### src/rrms_pkg.sv
package rrms_pkg;

	localparam int MAX_PAIRS      = 1048576;
	localparam int COEF_FRAC_BITS = 16;

	localparam int COEF_W       = 18;
	localparam int COORD_W      = 24;
	localparam int ROW_W        = 3 * COEF_W;
	localparam int PROD_W       = COEF_W + COORD_W;
	localparam int SH_W         = PROD_W - COEF_FRAC_BITS;
	localparam int DIFF_W       = COORD_W + 1;
	localparam int RES_W        = ((SH_W > DIFF_W) ? SH_W : DIFF_W) + 2;
	localparam int MAG_W        = (RES_W > 32) ? RES_W : 33;
	localparam int SQ_W         = 64;
	localparam int PSQ_W        = SQ_W + 2;
	localparam int ACC_W        = SQ_W + 3;
	localparam int PAIR_W       = $clog2(MAX_PAIRS + 1);
	localparam int OUT_PAIR_W   = 21;
	localparam int CFG_IDX_W    = 3;
	localparam int CFG_DATA_W   = ROW_W;
	localparam int Q_DEPTH      = 8;
	localparam int Q_AW         = $clog2(Q_DEPTH);
	localparam int Q_CNT_W      = $clog2(Q_DEPTH + 1);
	localparam int FRONT_STAGES = 5;
	localparam int CREDIT_W     = $clog2(Q_DEPTH + FRONT_STAGES + 1);
	localparam int DIV_STEPS    = SQ_W;
	localparam int DIV_CNT_W    = $clog2(DIV_STEPS);

	localparam logic [CFG_IDX_W-1:0] REG_ROT_ROW0 = 3'd0;
	localparam logic [CFG_IDX_W-1:0] REG_ROT_ROW1 = 3'd1;
	localparam logic [CFG_IDX_W-1:0] REG_ROT_ROW2 = 3'd2;
	localparam logic [CFG_IDX_W-1:0] REG_SHIFT_X  = 3'd3;
	localparam logic [CFG_IDX_W-1:0] REG_SHIFT_Y  = 3'd4;
	localparam logic [CFG_IDX_W-1:0] REG_SHIFT_Z  = 3'd5;

	localparam logic [ROW_W-1:0] COEF_ONE     = ROW_W'(1) << COEF_FRAC_BITS;
	localparam logic [ROW_W-1:0] ROT_ROW0_RST = COEF_ONE;
	localparam logic [ROW_W-1:0] ROT_ROW1_RST = COEF_ONE << COEF_W;
	localparam logic [ROW_W-1:0] ROT_ROW2_RST = COEF_ONE << (2 * COEF_W);

	typedef struct packed {
		logic [PSQ_W-1:0] pair_sq;
		logic             sat;
		logic             last;
	} q_entry_t;

	typedef struct packed {
		logic     valid;
		q_entry_t entry;
	} q_push_t;

	typedef struct packed {
		logic     avail;
		q_entry_t entry;
	} q_head_t;

	typedef enum logic [2:0] {
		ST_ACC  = 3'b001,
		ST_DIV  = 3'b010,
		ST_HOLD = 3'b100
	} back_state_t;

endpackage

### src/rrms_queue.sv
module rrms_queue (
	input  logic                            clk,
	input  logic                            arst_n,
	input  rrms_pkg::q_push_t               q_push,
	input  logic                            pop,
	output rrms_pkg::q_head_t               head,
	output logic [rrms_pkg::Q_CNT_W-1:0]    count
);

	rrms_pkg::q_entry_t           mem_q [rrms_pkg::Q_DEPTH];
	logic [rrms_pkg::Q_AW-1:0]    wptr_q;
	logic [rrms_pkg::Q_AW-1:0]    rptr_q;
	logic [rrms_pkg::Q_CNT_W-1:0] cnt_q;

	always_ff @(posedge clk) begin
		if (q_push.valid) begin
			mem_q[wptr_q] <= q_push.entry;
		end
	end

	always_ff @(posedge clk or negedge arst_n) begin
		if (!arst_n) begin
			wptr_q <= '0;
			rptr_q <= '0;
			cnt_q  <= '0;
		end else begin
			if (q_push.valid) begin
				wptr_q <= wptr_q + 1'b1;
			end
			if (pop) begin
				rptr_q <= rptr_q + 1'b1;
			end
			if (q_push.valid && !pop) begin
				cnt_q <= cnt_q + 1'b1;
			end else if (pop && !q_push.valid) begin
				cnt_q <= cnt_q - 1'b1;
			end
		end
	end

	assign head.avail = cnt_q != '0;
	assign head.entry = mem_q[rptr_q];
	assign count      = cnt_q;

endmodule

### config.mk
export PLATFORM = sky130hd
export DESIGN_NAME = rrms_queue
export DESIGN_NICKNAME = d
export VERILOG_FILES = /design/src/rrms_pkg.sv /design/src/rrms_queue.sv
export SDC_FILE = /design/constraint.sdc
export NUM_CORES = 1
export LEC_CHECK = 0
export ABC_AREA = 0
export BUFFER_PORTS_ARGS = -buffer_cell sky130_fd_sc_hd__buf_2
export CORE_MARGIN = 2
export CORE_UTILIZATION = 36
export CTS_BUF_LIST = sky130_fd_sc_hd__clkbuf_8
export DETAILED_ROUTE_END_ITERATION = 6
export GPL_ROUTABILITY_DRIVEN = 0
export PLACE_DENSITY = 0.52
export SETUP_SLACK_MARGIN = 0.2
export SLEW_MARGIN = 20
export SYNTH_ARGS = -nofsm -noshare
export SYNTH_HDL_FRONTEND = slang
export SYNTH_SLANG_ARGS = --single-unit
### constraint.sdc
create_clock -name clk -period 7.9 [get_ports clk]
set_input_delay 1.58 -clock clk [delete_from_list [all_inputs] [get_ports clk]]
set_output_delay 1.58 -clock clk [all_outputs]
set_load 0.1 [all_outputs]
==> results_dict.tcl <==
set metrics [dict create \
    outcome "finished, final reports clean" \
    dp_hpwl_mm 22.9 \
    totalWireLength_mm 45.1 \
    utilization 0.423 \
    ys.flop_type "edfxtp_1" \
    crit_arrival_ns 3.46 \
    yosysTopAreaCell "edfxtp_1" \
    timing.hold.ws_ns 0.547 \
    synth_top_area_frac 0.778 \
    ctsHoldBuffers 0 \
    setup_viol 0 \
    min_period_ns 5.04 \
    rows 88 \
    core_area_sq_um 57700 \
    gr-usage-all-layers 0.154 \
    multi_input_area_sq_um 4220 \
    worst_pin_slew_ns 0.886 \
    critPathKind "reg2out" \
    cts_tree "yes" \
    grt.overflow.total 0 \
    worstPathMaxFanout 53 \
    instances_no_fill 1911 \
    routedWlPerCell_um 23.6 \
    ff2ff_setup_slack_ns 5.36 \
    slew_headroom 0.409 \
    grt_setup_unrepaired "no" \
    cp.required_ns 6.32 \
    finalHoldViolCount 0 \
    via_count 9433 \
    regArea_sq_um 16600 \
    yosysWarnings 0 \
    cts_buffer_depth 3 \
    first_pass_iters 4 \
    postCtsSetupBuffers 0 \
    root_buffer "clkbuf_8" \
    tns_ns 0 \
    numCtsBuffers 93 \
    synth.most_common_cell "edfxtp_1" \
    grt_pass1_vias 10300 \
    fin_crit_sh 0.638 \
    fillers 5130 \
    synthesis.area_sq_um 21000 \
    slew_viol_final 0 \
    die_w_um 246 \
    ys_async_sr_fraction 0.0181 \
    antenna_found_initial 8 \
    ctsHtreeMaxLevel 3 \
    ys_ff_latch 554 \
    maxCapViolCount 0 \
    syn-num-nets 923 \
    skew_ns 0.0153 \
    syn_inst 845 \
    ys_seq_area_frac 0.789 \
    avgSynthCellArea_sq_um 24.9 \
    ys_types 27 \
    clk_latency_ns 0.66 \
    clock.fmax_mhz 198 \
    cts-resized-gates 0 \
    drcViolationCount 0 \
    start_kind "flop" \
    grt_max_degree 61 \
    ys_top_cells_by_count "edfxtp_1 (544), mux4_2 (136), mux2_2 (71)" \
    cts.clk_slew.worst_paths_ns 0.06 \
    dp.cells 1736 \
    areaGrowthSynthToFinish_pct 16.3 \
    start_util 0.364 \
    drt_iter0_drc 534 \
    ios 145 \
    grt_first_pass_wirelength_mm 67.0 \
    final_nets 1144 \
    synthTopCellsByArea "edfxtp_1 (78%), mux4_2 (15%), mux2_2 (3.8%)" \
    endpoint_kind "output pin" \
    design.die.area_sq_um 60300 \
    ant_nets 0 \
    synth_edf_count 544 \
    vias_per_cell 4.94 \
    portBuffers 144 \
    min_path_type "reg2reg" \
    die_h_um 246 \
    drive_gt1_frac 0.437 \
    cts_sinks 554 \
]
## per-stage QoR
step	setup slack (ns)	instance area, sq um
after global placement	3.17	22700
after global routing	2.56	24400
after floorplan	1.03	21000
after CTS	2.37	24400
after detailed placement	3.14	22700
final	2.86	24400
## final cells by class
| cell class | instances | share of cell area |
|---|---|---|
| Antenna cell | 3 | 0.000307 |
| Clock buffer | 99 | 0.0558 |
| Clock inverter | 73 | 0.0157 |
| Inverter | 2 | 0.000307 |
| Multi-Input combinational cell | 250 | 0.173 |
| Sequential cell | 554 | 0.679 |
| Tap cell | 765 | 0.0392 |
| Timing Repair Buffer | 165 | 0.0366 |
## cell families (layout without fill, tap and decap cells)
family | count (synthesis) | in the layout | synth area share
xor gates and xnor gates | 6 | 6 | 0.00250
DFF | 554 | 554 | 0.789
buffers and inverters | 41 | 339 | 0.0122
and+or+nand+nor | 24 | 24 | 0.00560
adders and majority gates | 6 | 6 | 0.00393
AOI/OAI and AO/OA | 6 | 6 | 0.00196
muxes | 208 | 208 | 0.184
other | 0 | 3 | 0
## worst paths after layout
check / start / endpoint / depth (start not counted)
max: rptr_q[1]$_DFFE_PN0P_ / head[57] / 4
max reg2reg: wptr_q[1]$_DFFE_PN0P_ / mem_q[0][4]$_DFFE_PP_ / 4
min: count[2]$_DFFE_PN0P_ / count[2]$_DFFE_PN0P_ / 2
max in group asynchronous: arst_n / rptr_q[0]$_DFFE_PN0P_ / 1
min reg2reg: count[2]$_DFFE_PN0P_ / count[2]$_DFFE_PN0P_ / 2
min in group asynchronous: arst_n / rptr_q[1]$_DFFE_PN0P_ / 1
## sequential cells by signal, indices dropped and copies added (netlist names)
| signal | count |
|---|---|
| count | 4 |
| mem_q | 544 |
| wptr_q | 3 |
| rptr_q | 3 |
## placed cells by master (no fill, tap or decap), types with 2 or more instances in the layout
cell type   instances
a21oi_1             2
buf_2             144
buf_4              19
bufinv_16           3
clkbuf_8           99
clkinv_1           29
clkinv_2           11
clkinvlp_4          2
dfrtp_1             7
dfrtp_4             3
diode_2             3
edfxtp_1          544
ha_1                5
inv_1              28
inv_6               2
mux2_2             71
mux4_2            136
nand2_1             6
nand2b_1            3
nand3_1             2
nor2_4              6
nor3_2              2
o211ai_1            2
or4_1               2
xnor2_1             4
xor2_1              2
## worst max-delay path: stages (launching register included)
cell and delay, ns:
dfrtp_4 0.98, buf_4 0.76, mux4_2 0.41, mux2_2 0.31, buf_2 0.30
## metal layers
metal  global-route usage  wire length, um  vias up
met5                    0               56        -
met4               0.0474              993       10
met3               0.0431             2430       88
met2                0.249            22100      222
met1                0.201            19600     5016
li1                     -                -     4097
Power is not shown: default switching activity piles up to over one toggle a cycle in this logic, so the estimate is an artifact.
