### src/rrms_pkg.sv
package rrms_pkg;

	localparam int MAX_PAIRS      = 1048576;
	localparam int COEF_FRAC_BITS = 16;

	localparam int COEF_W       = 18;
	localparam int COORD_W      = 24;
	localparam int ROW_W        = 3 * COEF_W;
	localparam int PROD_W       = COEF_W + COORD_W;
	localparam int SH_W         = PROD_W - COEF_FRAC_BITS;
	localparam int DIFF_W       = COORD_W + 1;
	localparam int RES_W        = ((SH_W > DIFF_W) ? SH_W : DIFF_W) + 2;
	localparam int MAG_W        = (RES_W > 32) ? RES_W : 33;
	localparam int SQ_W         = 64;
	localparam int PSQ_W        = SQ_W + 2;
	localparam int ACC_W        = SQ_W + 3;
	localparam int PAIR_W       = $clog2(MAX_PAIRS + 1);
	localparam int OUT_PAIR_W   = 21;
	localparam int CFG_IDX_W    = 3;
	localparam int CFG_DATA_W   = ROW_W;
	localparam int Q_DEPTH      = 8;
	localparam int Q_AW         = $clog2(Q_DEPTH);
	localparam int Q_CNT_W      = $clog2(Q_DEPTH + 1);
	localparam int FRONT_STAGES = 5;
	localparam int CREDIT_W     = $clog2(Q_DEPTH + FRONT_STAGES + 1);
	localparam int DIV_STEPS    = SQ_W;
	localparam int DIV_CNT_W    = $clog2(DIV_STEPS);

	localparam logic [CFG_IDX_W-1:0] REG_ROT_ROW0 = 3'd0;
	localparam logic [CFG_IDX_W-1:0] REG_ROT_ROW1 = 3'd1;
	localparam logic [CFG_IDX_W-1:0] REG_ROT_ROW2 = 3'd2;
	localparam logic [CFG_IDX_W-1:0] REG_SHIFT_X  = 3'd3;
	localparam logic [CFG_IDX_W-1:0] REG_SHIFT_Y  = 3'd4;
	localparam logic [CFG_IDX_W-1:0] REG_SHIFT_Z  = 3'd5;

	localparam logic [ROW_W-1:0] COEF_ONE     = ROW_W'(1) << COEF_FRAC_BITS;
	localparam logic [ROW_W-1:0] ROT_ROW0_RST = COEF_ONE;
	localparam logic [ROW_W-1:0] ROT_ROW1_RST = COEF_ONE << COEF_W;
	localparam logic [ROW_W-1:0] ROT_ROW2_RST = COEF_ONE << (2 * COEF_W);

	typedef struct packed {
		logic [PSQ_W-1:0] pair_sq;
		logic             sat;
		logic             last;
	} q_entry_t;

	typedef struct packed {
		logic     valid;
		q_entry_t entry;
	} q_push_t;

	typedef struct packed {
		logic     avail;
		q_entry_t entry;
	} q_head_t;

	typedef enum logic [2:0] {
		ST_ACC  = 3'b001,
		ST_DIV  = 3'b010,
		ST_HOLD = 3'b100
	} back_state_t;

endpackage

### src/rrms_if.sv


interface rrms_res_if;
	logic                                valid;
	logic                                ready;
	logic [rrms_pkg::SQ_W-1:0]           mean_square;
	logic [rrms_pkg::OUT_PAIR_W-1:0]     pair_total;
	logic                                sum_saturated;

	modport source (output valid, mean_square, pair_total, sum_saturated, input ready);
	modport sink (input valid, mean_square, pair_total, sum_saturated, output ready);
endinterface


### src/rrms_back.sv
module rrms_back (
	input  logic              clk,
	input  logic              arst_n,
	input  rrms_pkg::q_head_t head,
	output logic              pop,
	rrms_res_if.source        result
);

	rrms_pkg::back_state_t           state_q;
	logic [rrms_pkg::SQ_W-1:0]       sum_q;
	logic [rrms_pkg::PAIR_W-1:0]     cnt_q;
	logic                            sat_q;

	logic [rrms_pkg::SQ_W-1:0]       dq_q;
	logic [rrms_pkg::PAIR_W-1:0]     rem_q;
	logic [rrms_pkg::PAIR_W-1:0]     div_q;
	logic                            dsat_q;
	logic [rrms_pkg::DIV_CNT_W-1:0]  step_q;

	logic                            out_valid_q;
	logic [rrms_pkg::SQ_W-1:0]       out_mean_q;
	logic [rrms_pkg::OUT_PAIR_W-1:0] out_pairs_q;
	logic                            out_sat_q;

	logic [rrms_pkg::ACC_W-1:0]      acc_sum;
	logic                            acc_ovf;
	logic                            acc_sat;
	logic [rrms_pkg::SQ_W-1:0]       acc_val;
	logic [rrms_pkg::PAIR_W-1:0]     cnt_next;
	logic                            close;
	logic [rrms_pkg::PAIR_W:0]       trial;
	logic [rrms_pkg::PAIR_W:0]       diff;
	logic                            take;
	logic                            out_free;

	assign pop      = (state_q == rrms_pkg::ST_ACC) && head.avail;
	assign acc_sum  = rrms_pkg::ACC_W'(sum_q) + rrms_pkg::ACC_W'(head.entry.pair_sq);
	assign acc_ovf  = |acc_sum[rrms_pkg::ACC_W-1:rrms_pkg::SQ_W];
	assign acc_sat  = sat_q || head.entry.sat || acc_ovf;
	assign acc_val  = acc_ovf ? '1 : acc_sum[rrms_pkg::SQ_W-1:0];
	assign cnt_next = cnt_q + 1'b1;
	assign close    = head.entry.last
		|| (cnt_next >= rrms_pkg::PAIR_W'(rrms_pkg::MAX_PAIRS));

	// restoring divide, one quotient bit per cycle
	assign trial    = {rem_q, dq_q[rrms_pkg::SQ_W-1]};
	assign diff     = trial - {1'b0, div_q};
	assign take     = trial >= {1'b0, div_q};
	assign out_free = !out_valid_q || result.ready;

	always_ff @(posedge clk or negedge arst_n) begin
		if (!arst_n) begin
			state_q <= rrms_pkg::ST_ACC;
			sum_q   <= '0;
			cnt_q   <= '0;
			sat_q   <= 1'b0;
			step_q  <= '0;
		end else begin
			unique case (state_q)
				rrms_pkg::ST_ACC: begin
					if (pop) begin
						if (close) begin
							sum_q   <= '0;
							cnt_q   <= '0;
							sat_q   <= 1'b0;
							step_q  <= rrms_pkg::DIV_CNT_W'(rrms_pkg::DIV_STEPS - 1);
							state_q <= rrms_pkg::ST_DIV;
						end else begin
							sum_q <= acc_val;
							cnt_q <= cnt_next;
							sat_q <= acc_sat;
						end
					end
				end
				rrms_pkg::ST_DIV: begin
					step_q <= step_q - 1'b1;
					if (step_q == '0) begin
						state_q <= rrms_pkg::ST_HOLD;
					end
				end
				rrms_pkg::ST_HOLD: begin
					if (out_free) begin
						state_q <= rrms_pkg::ST_ACC;
					end
				end
				default: state_q <= rrms_pkg::ST_ACC;
			endcase
		end
	end

	always_ff @(posedge clk) begin
		if (state_q == rrms_pkg::ST_ACC && pop && close) begin
			dq_q   <= acc_val;
			rem_q  <= '0;
			div_q  <= cnt_next;
			dsat_q <= acc_sat;
		end else if (state_q == rrms_pkg::ST_DIV) begin
			dq_q  <= {dq_q[rrms_pkg::SQ_W-2:0], take};
			rem_q <= take ? diff[rrms_pkg::PAIR_W-1:0] : trial[rrms_pkg::PAIR_W-1:0];
		end
	end

	// result register
	always_ff @(posedge clk or negedge arst_n) begin
		if (!arst_n) begin
			out_valid_q <= 1'b0;
		end else if (state_q == rrms_pkg::ST_HOLD && out_free) begin
			out_valid_q <= 1'b1;
		end else if (result.ready) begin
			out_valid_q <= 1'b0;
		end
	end

	always_ff @(posedge clk) begin
		if (state_q == rrms_pkg::ST_HOLD && out_free) begin
			out_mean_q  <= dq_q;
			out_pairs_q <= rrms_pkg::OUT_PAIR_W'(div_q);
			out_sat_q   <= dsat_q;
		end
	end

	assign result.valid         = out_valid_q;
	assign result.mean_square   = out_mean_q;
	assign result.pair_total    = out_pairs_q;
	assign result.sum_saturated = out_sat_q;

endmodule

### src/flat_wrapper.sv
// flat-port wrapper written by rule: the top's interface ports become plain ports
module rrms_back_flat 
  (clk, arst_n, head, pop, result_valid, result_mean_square, result_pair_total, result_sum_saturated, result_ready);
  rrms_res_if result_i ();
  input  logic clk;
  input  logic arst_n;
  input  rrms_pkg::q_head_t head;
  output logic pop;
  output wire logic [$bits(result_i.valid)-1:0] result_valid;
  output wire logic [$bits(result_i.mean_square)-1:0] result_mean_square;
  output wire logic [$bits(result_i.pair_total)-1:0] result_pair_total;
  output wire logic [$bits(result_i.sum_saturated)-1:0] result_sum_saturated;
  input wire logic [$bits(result_i.ready)-1:0] result_ready;
  assign result_valid = result_i.valid;
  assign result_mean_square = result_i.mean_square;
  assign result_pair_total = result_i.pair_total;
  assign result_sum_saturated = result_i.sum_saturated;
  assign result_i.ready = result_ready;
  rrms_back u_core (.clk(clk), .arst_n(arst_n), .head(head), .pop(pop), .result(result_i));
endmodule
### config.mk
export PLATFORM = sky130hd
export DESIGN_NAME = rrms_back_flat
export DESIGN_NICKNAME = d
export VERILOG_FILES = /design/src/rrms_pkg.sv /design/src/rrms_if.sv /design/src/rrms_back.sv /design/src/flat_wrapper.sv
export SDC_FILE = /design/constraint.sdc
export NUM_CORES = 1
export LEC_CHECK = 0
export BUFFER_PORTS_ARGS = -buffer_cell sky130_fd_sc_hd__buf_4
export CAP_MARGIN = 5
export CORE_ASPECT_RATIO = 1.5
export CORE_UTILIZATION = 45
export CTS_CLUSTER_SIZE = 25
export DETAILED_ROUTE_END_ITERATION = 12
export PLACE_DENSITY = 0.66
export SYNTH_ARGS = -nofsm -noshare
export SYNTH_HDL_FRONTEND = slang
export SYNTH_SLANG_ARGS = --single-unit
### constraint.sdc
create_clock -name clk -period 14.6 [get_ports clk]
set_input_delay 0 -clock clk [delete_from_list [all_inputs] [get_ports clk]]
set_output_delay 0 -clock clk [all_outputs]
set_load 0.01 [all_outputs]
==> results of run 1 <==
## report_power, final
part | switching [mW] | leakage (nW) | internal [mW]
clock | 0.320 | 0.456 | 0.415
combinational | 0.844 | 4.35 | 0.452
sequential | 0.0653 | 2.93 | 0.973
total | 1.23 | 7.74 | 1.84
## final cells by class
class                           count  area [um^2]  area share (%)
Clock buffer                       37        785.8           4.020
Clock inverter                     17        142.6          0.7298
Inverter                           48        180.2          0.9218
Multi-Input combinational cell   1288         8416           43.06
Sequential cell                   289         7989           40.87
Tap cell                          484        605.6           3.098
Timing Repair Buffer              186         1426           7.298
## stage by stage
stage          cell area, um^2  std cells
2_1_floorplan            17030       1724
3_3_place_gp             18520       2287
3_5_place_dp             18530       2287
4_1_cts                  19550       2349
5_1_grt                  19550       2349
6_report                 19550       2349
## routing by layer
layer	track usage [%]	wire length, um	vias to the layer above
met5	0	0	-
met4	13.46	2604	0
met3	3.209	2843	143
met2	47.30	25840	501
met1	32.77	20700	7014
li1	-	-	6723
## worst max path at each step
stage	start	to	depth (start not counted)
floorplan	u_core.state_q[1]	u_core.result.mean_square[0]	2
global placement	u_core.sum_q[0]	u_core.dq_q[29]	12
detailed placement	u_core.sum_q[0]	u_core.dq_q[11]	12
finish	u_core.sum_q[0]	u_core.dq_q[11]	12
CTS	u_core.sum_q[0]	u_core.dq_q[63]	12
global route	u_core.sum_q[0]	u_core.dq_q[29]	12
## cells in the final DEF, fill, tap and decap left out, drive strengths merged, types with 35 or more instances in the layout
master  synthesis  routed
buf            43     179
xnor2          39      39
dfrtp          95      95
a21oi         123     123
clkbuf         56      37
nor3           35      35
nand2         193     193
nor2          106     106
o211ai         50      50
edfxtp        172     172
ha             88      88
nand3          43      43
xor2           39      39
inv            48      49
o21ai         154     154
## flip-flops by register name, summed over array words and instances, names as in the netlist, 6 cells and up
| name | cells |
|---|---|
| u_core.dq_q | 64 |
| u_core.result.mean_square | 64 |
| u_core.sum_q | 64 |
| u_core.cnt_q | 21 |
| u_core.div_q | 21 |
| u_core.rem_q | 21 |
| u_core.result.pair_total | 21 |
| u_core.step_q | 6 |
## cells by family (layout without fill, tap and decap cells)
group                    Yosys count  count (layout)  synth area share [%]
AND/OR/NAND/NOR                  521             521                 14.40
buffers and inverters            147             288                 3.792
AO/OA/AOI/OAI                    568             568                 22.22
flip-flops                       289             289                 46.92
multiplexers                      31              31                 1.947
adder cells (fa/ha/maj)           90              90                 6.702
XOR/XNOR                          78              78                 4.013
## critical path, cell delays in order (launching register included)
cell	delay (ns)
dfrtp_1	0.38
ha_1	0.21
fa_1	0.43
a211oi_1	0.26
o21ai_1	0.21
o21ba_4	0.25
o21bai_2	0.35
a2111oi_4	0.14
or3_1	0.40
and3_1	0.65
a21oi_4	0.33
buf_4	0.49
a31oi_1	0.18
==> results.txt, run 1 <==
status = finished, final reports clean
Worst R2R End = u_core.dq_q[11]
Total Power = 3.069 mW
number of setup buffers added after CTS = 0
Rows = 86
Die Span Y = 240.2 um
r2r setup slk = 9.96 ns
synthesis-to-finish area growth = 14.80%
initial core utilization = 45.99%
commonest register cell after synthesis = edfxtp_1
CP max FO = 45
static leakage = 7.737 nW
Synth Instances = 1724
CTS tree = built
Yosys top cell area share = 30.34%
sequential-to-total area share from yosys stat = 46.92%
syn nets = 1886
Fill cells = 3363
largest net degree at the start of global routing = 86
most common cell in the netlist = nand2_1
CTS root buffer = clkbuf_16
post-DR wirelength/cell = 22.13 um
Nets = 2004
via count = 14.38k
Fin Hold WS = 0.06071 ns
Final WS setup = 9.955 ns
die area = 38630 um^2
critical path launch point type = flip-flop
initial antenna violation count = 0
htree depth = 1
Pwr Density = 157.0 nW/um^2
Min-Delay Path Depth = 4
layout cell share with drive strength beyond 1 = 14.91%
reg2reg path depth = 12
max_cap viols = 0
max-slew violation count = 0
Place WS = 10.05 ns
Via density = 6.122
post-route ant nets = 0
Ys Warns = 0
post-synth cell types = 82
vias in the first global route = 14.22k
first-pass GRT wire length = 80.55 mm
#FFs+latches synth = 289
drt initial violations = 1160
dominant cell type by area after synthesis = edfxtp_1
HP Class = in -> reg
WS Path Type = reg -> reg
DRC errors left = 0
Routed Wire Length = 51.99 mm
final core occ = 52.80%
DRT Pass-1 Iters = 6
grt ovf = 0
final setup violation count = 0
Total Routing Usage GR = 27.01%
hold-critical path endpoint = u_core.sum_q[2]
Clock Pin Slew Worst Setup and Hold Paths = 0.06 ns
Final Hold Viols = 0
crit share post-route = 31.81%
clock sinks = 289
min cycle time layout = 4.645 ns
EDFF count, synth = 172
GPL Wtd Cong = 0.9657
Synth Cell Area = 17030 um^2
Die W = 160.8 um
antenna fix cells = 0
min-delay src = head[4]
Fin Setup TNS = 0 ns
mean post-synth cell area = 9.875 um^2
clk_lat worst skew = 0.57 ns
Setup crit end kind = flip-flop
core box area = 37020 um^2
Port-buffer cells = 159
top post-synthesis cells by count = nand2_1, edfxtp_1, o21ai_0, a21oi_1, nor2_1
DPL Wire Length = 38.34 mm
Rel. slew slack = 4.387%
CTS Buffer Depth = 3
Worst Tran Pin Value = 1.434 ns
Critical Path RT = 14.89 ns
Achievable Freq = 215.3 MHz
Synth area leaders = edfxtp_1, dfrtp_1, ha_1
RSZ-0062 raised after global routing = no
Resize count post-CTS = 0
arrival time worst endpoint = 4.93 ns
Worst Skew = 0.01576 ns
cts bufs inserted = 29
# IOs = 160
Post-synth ARST share = 33.22%
Worst R2R Start = u_core.sum_q[0]
worst IR drop on VDD = 0.09015 mV
# hold bufs at CTS = 8
Note: power is estimated with default switching activity, not from simulation.
==> inputs of run 2 (changes only) <==
Clock period 14.6 ns to 4.39 ns, I/O delays scaled along.
==> run 2 against run 1 <==
  * Wire length rose by 1.0%
  * Die area did not move
  * Utilization rose by 0.93 points
  * Sequential power rose to 3.3 times the previous value
  * Fmax rose by 12%
  * Sequential share of layout area fell by 0.71 points
  * Global-route usage barely moved
  * Combinational power rose to 3.4 times the previous value
  * Largest power group unchanged
==> results.txt, run 2 (synthesized netlist as in run 1, its figures left out) <==
Internal = 6.354 mW (+250%)
Nets = 2030 (+1.3%)
drt initial violations = 1234 (+6.4%)
post-route ant nets = 0 (unchanged)
crit share post-route = 94.39% (+63 points)
first-pass GRT wire length = 80.43 mm (-0.15%)
sequential share of power = 33.0% (-0.8 points)
crit path cell chain = ha_1, a21oi_1, o21ai_0, a22oi_1, nand2_1, a22o_1, o211a_1, or3_1, buf_4, a211oi_1, o21ai_0
Total Routing Usage GR = 26.96% (-0.044 points)
Place WS = 0.3300 ns (-9.717 ns)
proportion of power drawn by the clock network = 25.1% (+1.2 points)
die area = 38630 um^2 (unchanged)
fin cells = 2376 (+1.1%)
Die W = 160.8 um (unchanged)
Achievable Freq = 241.3 MHz (+12%)
grt ovf = 0 (unchanged)
most frequent cells in the layout = buf_4, nand2_1, edfxtp_1
Fin Setup TNS = 0 ns (unchanged)
Setup crit end kind = flip-flop
post-DR wirelength/cell = 22.10 um (-0.14%)
Port-buffer cells = 159 (unchanged)
largest net degree at the start of global routing = 86 (unchanged)
Sw Pwr = 4.193 mW (+240%)
DPL Wire Length = 38.97 mm (+1.7%)
Critical Path Slowest Stage Cell = or3_1
Rel. slew slack = 43.53% (+39 points)
CTS tree = built
Worst Skew = 0.02850 ns (+0.01274 ns)
Worst path max stage delay = 0.62 ns (-0.03 ns)
Resize count post-CTS = 0 (unchanged)
min-delay src = head[6]
status = finished, final reports clean
clk_lat worst skew = 0.59 ns (+0.02 ns)
Routed Wire Length = 52.52 mm (+1.0%)
static leakage = 7.912 nW (+2.3%)
combinational power share = 41.9% (-0.3 points)
most used cell, CP = o21ai_0
DRC errors left = 0 (unchanged)
GPL Wtd Cong = 0.9680 (+0.24%)
WS Path Type = reg -> reg
worst setup path start = u_core.sum_q[14]
Final WS setup = 0.2462 ns (-9.709 ns)
htree depth = 1 (unchanged)
Die Span Y = 240.2 um (unchanged)
# IOs = 160 (unchanged)
CTS Buffer Depth = 3 (unchanged)
HP Class = in -> reg
min cycle time layout = 4.144 ns (-0.5009 ns)
antenna fix cells = 0 (unchanged)
layout cell share with drive strength beyond 1 = 15.96% (+1.1 points)
design area = 19890 um^2 (+1.8%)
final setup violation count = 0 (unchanged)
worst IR drop on VDD = 0.3105 mV (+240%)
most common cell after layout, fill and taps aside = buf_4
DRT Pass-1 Iters = 5 (-1)
Critical Path RT = 4.70 ns (-10.19 ns)
initial core utilization = 45.99% (unchanged)
initial antenna violation count = 0 (unchanged)
core box area = 37020 um^2 (unchanged)
CTS root buffer = clkbuf_16
RSZ-0062 raised after global routing = no
cts bufs inserted = 30 (+3.4%)
Via density = 6.065 (-0.94%)
Worst R2R Start = u_core.sum_q[14]
Fill cells = 3384 (+0.62%)
Worst Tran Pin Value = 0.8461 ns (-0.5881 ns)
CP max FO = 14 (-69%)
placed instance count = 2310 (+1.0%)
clock sinks = 289 (unchanged)
Final Hold Viols = 0 (unchanged)
synthesis-to-finish area growth = 16.83%
max-slew violation count = 0 (unchanged)
Clock Pin Slew Worst Setup and Hold Paths = 0.07 ns (about the same)
Post-DP Area = 18780 um^2 (+1.4%)
Rows = 86 (unchanged)
max_cap viols = 0 (unchanged)
via count = 14.41k (+0.20%)
sw frac = 39.75% (-0.28 points)
Pwr Density = 530.3 nW/um^2 (+240%)
arrival time worst endpoint = 4.45 ns (-0.48 ns)
vias in the first global route = 14.14k (-0.58%)
critical path launch point type = flip-flop
==> run 2: critical path: cells and delay by family (launching register included) <==
kind | cells | cell delay [ns]
flip-flops | 1 | 0.38
AO/OA/AOI/OAI | 7 | 2.09
adder cells (fa/ha/maj) | 1 | 0.36
buffers and inverters | 1 | 0.30
AND/OR/NAND/NOR | 2 | 0.73
==> run 2: metrics by stage <==
| stage | hold WS, ns | power [mW] | util [%] |
|---|---|---|---|
| 3_3_place_gp | 0.08555 | 7.797 | 50.73 |
| 4_1_cts | 0.006376 | 10.51 | 53.74 |
| 3_5_place_dp | 0.08474 | 7.826 | 50.73 |
| 6_report | 0.01947 | 10.55 | 53.74 |
| 5_1_grt | 0.06144 | 11.10 | 53.74 |
| 2_1_floorplan | -0.2956 | 6.548 | - |
==> run 2: layout make-up <==
| type | count | area (um^2) | area share, % |
|---|---|---|---|
| flip-flops and latches | 289 | 7989 | 40.16 |
| multi-input cells | 1288 | 8408 | 42.27 |
| clock inverters | 17 | 216.5 | 1.088 |
| well taps | 484 | 605.6 | 3.045 |
| repair buffers | 211 | 1697 | 8.530 |
| inverters | 48 | 180.2 | 0.9058 |
| clock buffers | 39 | 794.5 | 3.994 |
==> run 2: what timing repair did <==
action	CTS	global route
setup buffers	0	0
hold buffers	10	0
endpoints found under the hold margin	65	0
==> run 2: layer usage <==
layer	vias up	wire length, um	track usage, %	share of wire [%]
li1	6789	-	-	-
met1	7076	22040	34.22	42
met2	444	26280	47.96	50
met3	101	2530	2.726	4.8
met4	0	1669	8.719	3.2
met5	-	0	0	0
==> run 2: path summary, 6_finish.rpt <==
path	cells past startpoint	end	slack [ns]
min	4	u_core.sum_q[4]	0.02
max reg2reg	11	u_core.dq_q[21]	0.25
min reg2reg	0	u_core.result.pair_total[3]	0.45
max	11	u_core.dq_q[21]	0.25
max in group asynchronous	4	u_core.sum_q[57]	2.69
min in group asynchronous	3	u_core.sum_q[19]	0.51
==> run 2: power groups by stage <==
stage	Clock, mW	Combinational [mW]	Sequential (mW)
finish	2.65	4.42	3.48
CTS	2.70	4.35	3.46
floorplan	0	3.13	3.42
detailed placement	0	4.32	3.51
global route	2.79	4.81	3.50
global placement	0	4.30	3.50
==> inputs of run 3 (changes only) <==
Settings changed: PLACE_DENSITY 0.66 to 0.69.
Clock period 4.39 ns to 3.4 ns, I/O delays scaled along.
==> run 3 against run 2 <==
  * The flow now finishes with violations (hold timing)
  * Critical path depth grew 3
  * Cell count grew 7.2%
  * Worst setup slack lost 0.21 ns
  * Critical endpoint is now u_core.dq_q[19]
  * Highest routed layer unchanged
==> results.txt, run 3 (synthesized netlist as in run 1, its figures left out) <==
status = finished, violations left
failing checks = hold timing
Die Span Y = 240.2 um (unchanged)
crit-path leading delay family = compound AO/OA/AOI/OAI gates
antenna fix cells = 0 (unchanged)
Via density = 6.042 (-0.37%)
CTS Buffer Depth = 3 (unchanged)
synthesis-to-finish area growth = 28.26%
placed instance count = 2473 (+7.1%)
sequential share of power = 29.8% (-3.2 points)
most frequent cells in the layout = buf_4, nand2_1, edfxtp_1
GPL Wtd Cong = 0.9878 (+2.0%)
Worst Tran Pin Value = 1.068 ns (+0.2218 ns)
arrival time worst endpoint = 3.67 ns (-0.78 ns)
final core occ = 58.99% (+5.3 points)
r2r setup slk = 0.03 ns (-0.21 ns)
Fill cells = 3185 (-5.9%)
largest net degree at the start of global routing = 97 (+13%)
grt ovf = 0 (unchanged)
core box area = 37020 um^2 (unchanged)
proportion of power drawn by the clock network = 22.3% (-2.8 points)
Total Power = 15.19 mW (+44%)
critical path launch point type = flip-flop
cts bufs inserted = 29 (-3.3%)
DRT Pass-1 Iters = 5 (unchanged)
Rows = 86 (unchanged)
Nets = 2204 (+8.6%)
clk_lat worst skew = 0.57 ns (-0.02 ns)
vias in the first global route = 15.20k (+7.5%)
Internal = 9.184 mW (+45%)
min cycle time layout = 3.368 ns (-0.7761 ns)
final setup violation count = 0 (unchanged)
Fin Hold WS = -0.007716 ns (-0.02719 ns)
combinational power share = 47.9% (+6.0 points)
static leakage = 8.849 nW (+12%)
first-pass GRT wire length = 84.89 mm (+5.6%)
worst IR drop on VDD = 0.4260 mV (+37%)
Die W = 160.8 um (unchanged)
crit path cell chain = ha_1, buf_4, a21oi_2, o211ai_1, a22oi_2, nand2_1, a22o_1, o211a_1, or3_4, buf_12, a21oi_4, buf_6, buf_12, a31oi_1
via count = 15.40k (+6.8%)
sw frac = 39.56% (-0.19 points)
Port-buffer cells = 159 (unchanged)
Place WS = -0.1746 ns (-0.5046 ns)
# IOs = 160 (unchanged)
post-DR wirelength/cell = 22.36 um (+1.2%)
crit share post-route = 99.05% (+4.7 points)
Worst R2R Start = u_core.sum_q[22]
Critical Path RT = 3.70 ns (-1.00 ns)
Achievable Freq = 296.9 MHz (+23%)
Final WS setup = 0.03233 ns (-0.2139 ns)
Rel. slew slack = 28.80% (-15 points)
HP Class = in -> async
RSZ-0062 raised after global routing = yes
layout cell share with drive strength beyond 1 = 27.23% (+11 points)
initial antenna violation count = 0 (unchanged)
fin cells = 2548 (+7.2%)
Routed Wire Length = 56.97 mm (+8.5%)
Critical Path Slowest Stage Cell = or3_4
CP max FO = 12 (-2)
initial core utilization = 45.99% (unchanged)
clock sinks = 289 (unchanged)
DPL Wire Length = 41.52 mm (+6.5%)
most common cell after layout, fill and taps aside = buf_4
htree depth = 1 (unchanged)
Sw Pwr = 6.011 mW (+43%)
Worst path max stage delay = 0.40 ns (-0.22 ns)
worst setup path start = u_core.sum_q[22]
Fin Setup TNS = 0 ns (unchanged)
WP buf/inv = 4 (+3)
max-slew violation count = 0 (unchanged)
Total Routing Usage GR = 28.62% (+1.7 points)
Setup crit end kind = flip-flop
CTS root buffer = clkbuf_16
Worst Skew = 0.01800 ns (-0.01050 ns)
most used cell, CP = buf_12
drt initial violations = 1364 (+11%)
post-route ant nets = 0 (unchanged)
DRC errors left = 0 (unchanged)
die area = 38630 um^2 (unchanged)
Pwr Density = 695.8 nW/um^2 (+31%)
CTS tree = built
max_cap viols = 0 (unchanged)
WS Path Type = reg -> reg
Clock Pin Slew Worst Setup and Hold Paths = 0.07 ns (about the same)
Final Hold Viols = 3 (+3)
## run 3: changes by cell type in the layout (fill, tap and decap cells not counted), sizes merged
cell,change
buf,+176
clkbuf,-8
dlygate4sd3,-3
inv,+3
clkinv,+2
clkinvlp,+2
## run 3: tightest hold or removal path, delay by kind of cell
family / cells / cell delay (ns)
buffers and inverters: 3 / 1.01
## run 3: power by group through the flow
stage | sequential (mW) | combinational, mW | clock (mW)
2_1_floorplan | 4.41 | 4.05 | 0
3_3_place_gp | 4.55 | 6.45 | 0
3_5_place_dp | 4.55 | 6.52 | 0
4_1_cts | 4.49 | 6.61 | 3.43
5_1_grt | 4.55 | 7.83 | 3.57
6_report | 4.52 | 7.28 | 3.39
## run 3: stage by stage
step	instance area (um^2)	hold WS [ns]
detailed placement	20130	0.1240
global route	21840	0.07281
floorplan	17070	-0.2956
CTS	21270	0.03205
finish	21840	-0.007716
global placement	20130	0.1237
## run 3: what timing repair did
item	4_1_cts	5_1_grt
hold buffers	7	0
endpoints found under the setup margin	89	109
buffers inserted	0	13
resized for setup	17	88
pin swaps	2	15
cloned	0	2
hold endpoints to repair	106	0
## run 3: worst paths after layout
check,depth (start not counted),end
min,3,u_core.sum_q[24]
min in group clk,4,u_core.sum_q[4]
max,14,u_core.dq_q[19]
max in group asynchronous,3,u_core.sum_q[44]
max reg2reg,14,u_core.dq_q[19]
min reg2reg,0,u_core.result.pair_total[2]
## run 3: layout make-up
type                            instances  area, um^2  area share (%)
Sequential cell                       289        7990           36.59
Tap cell                              484       605.6           2.773
Inverter                               48       186.4          0.8537
Clock buffer                           29       725.7           3.323
Clock inverter                         24       259.0           1.186
Timing Repair Buffer                  386        3148           14.42
Multi-Input combinational cell       1288        8922           40.86
## run 3: per-layer routing
metal  vias up  wire length [um]  track usage [%]
li1       7112                 -                -
met2       625             28620            50.71
met3       163              2960            2.484
met1      7496             22060            34.34
met4         0              3332            15.44
met5         -                 0                0
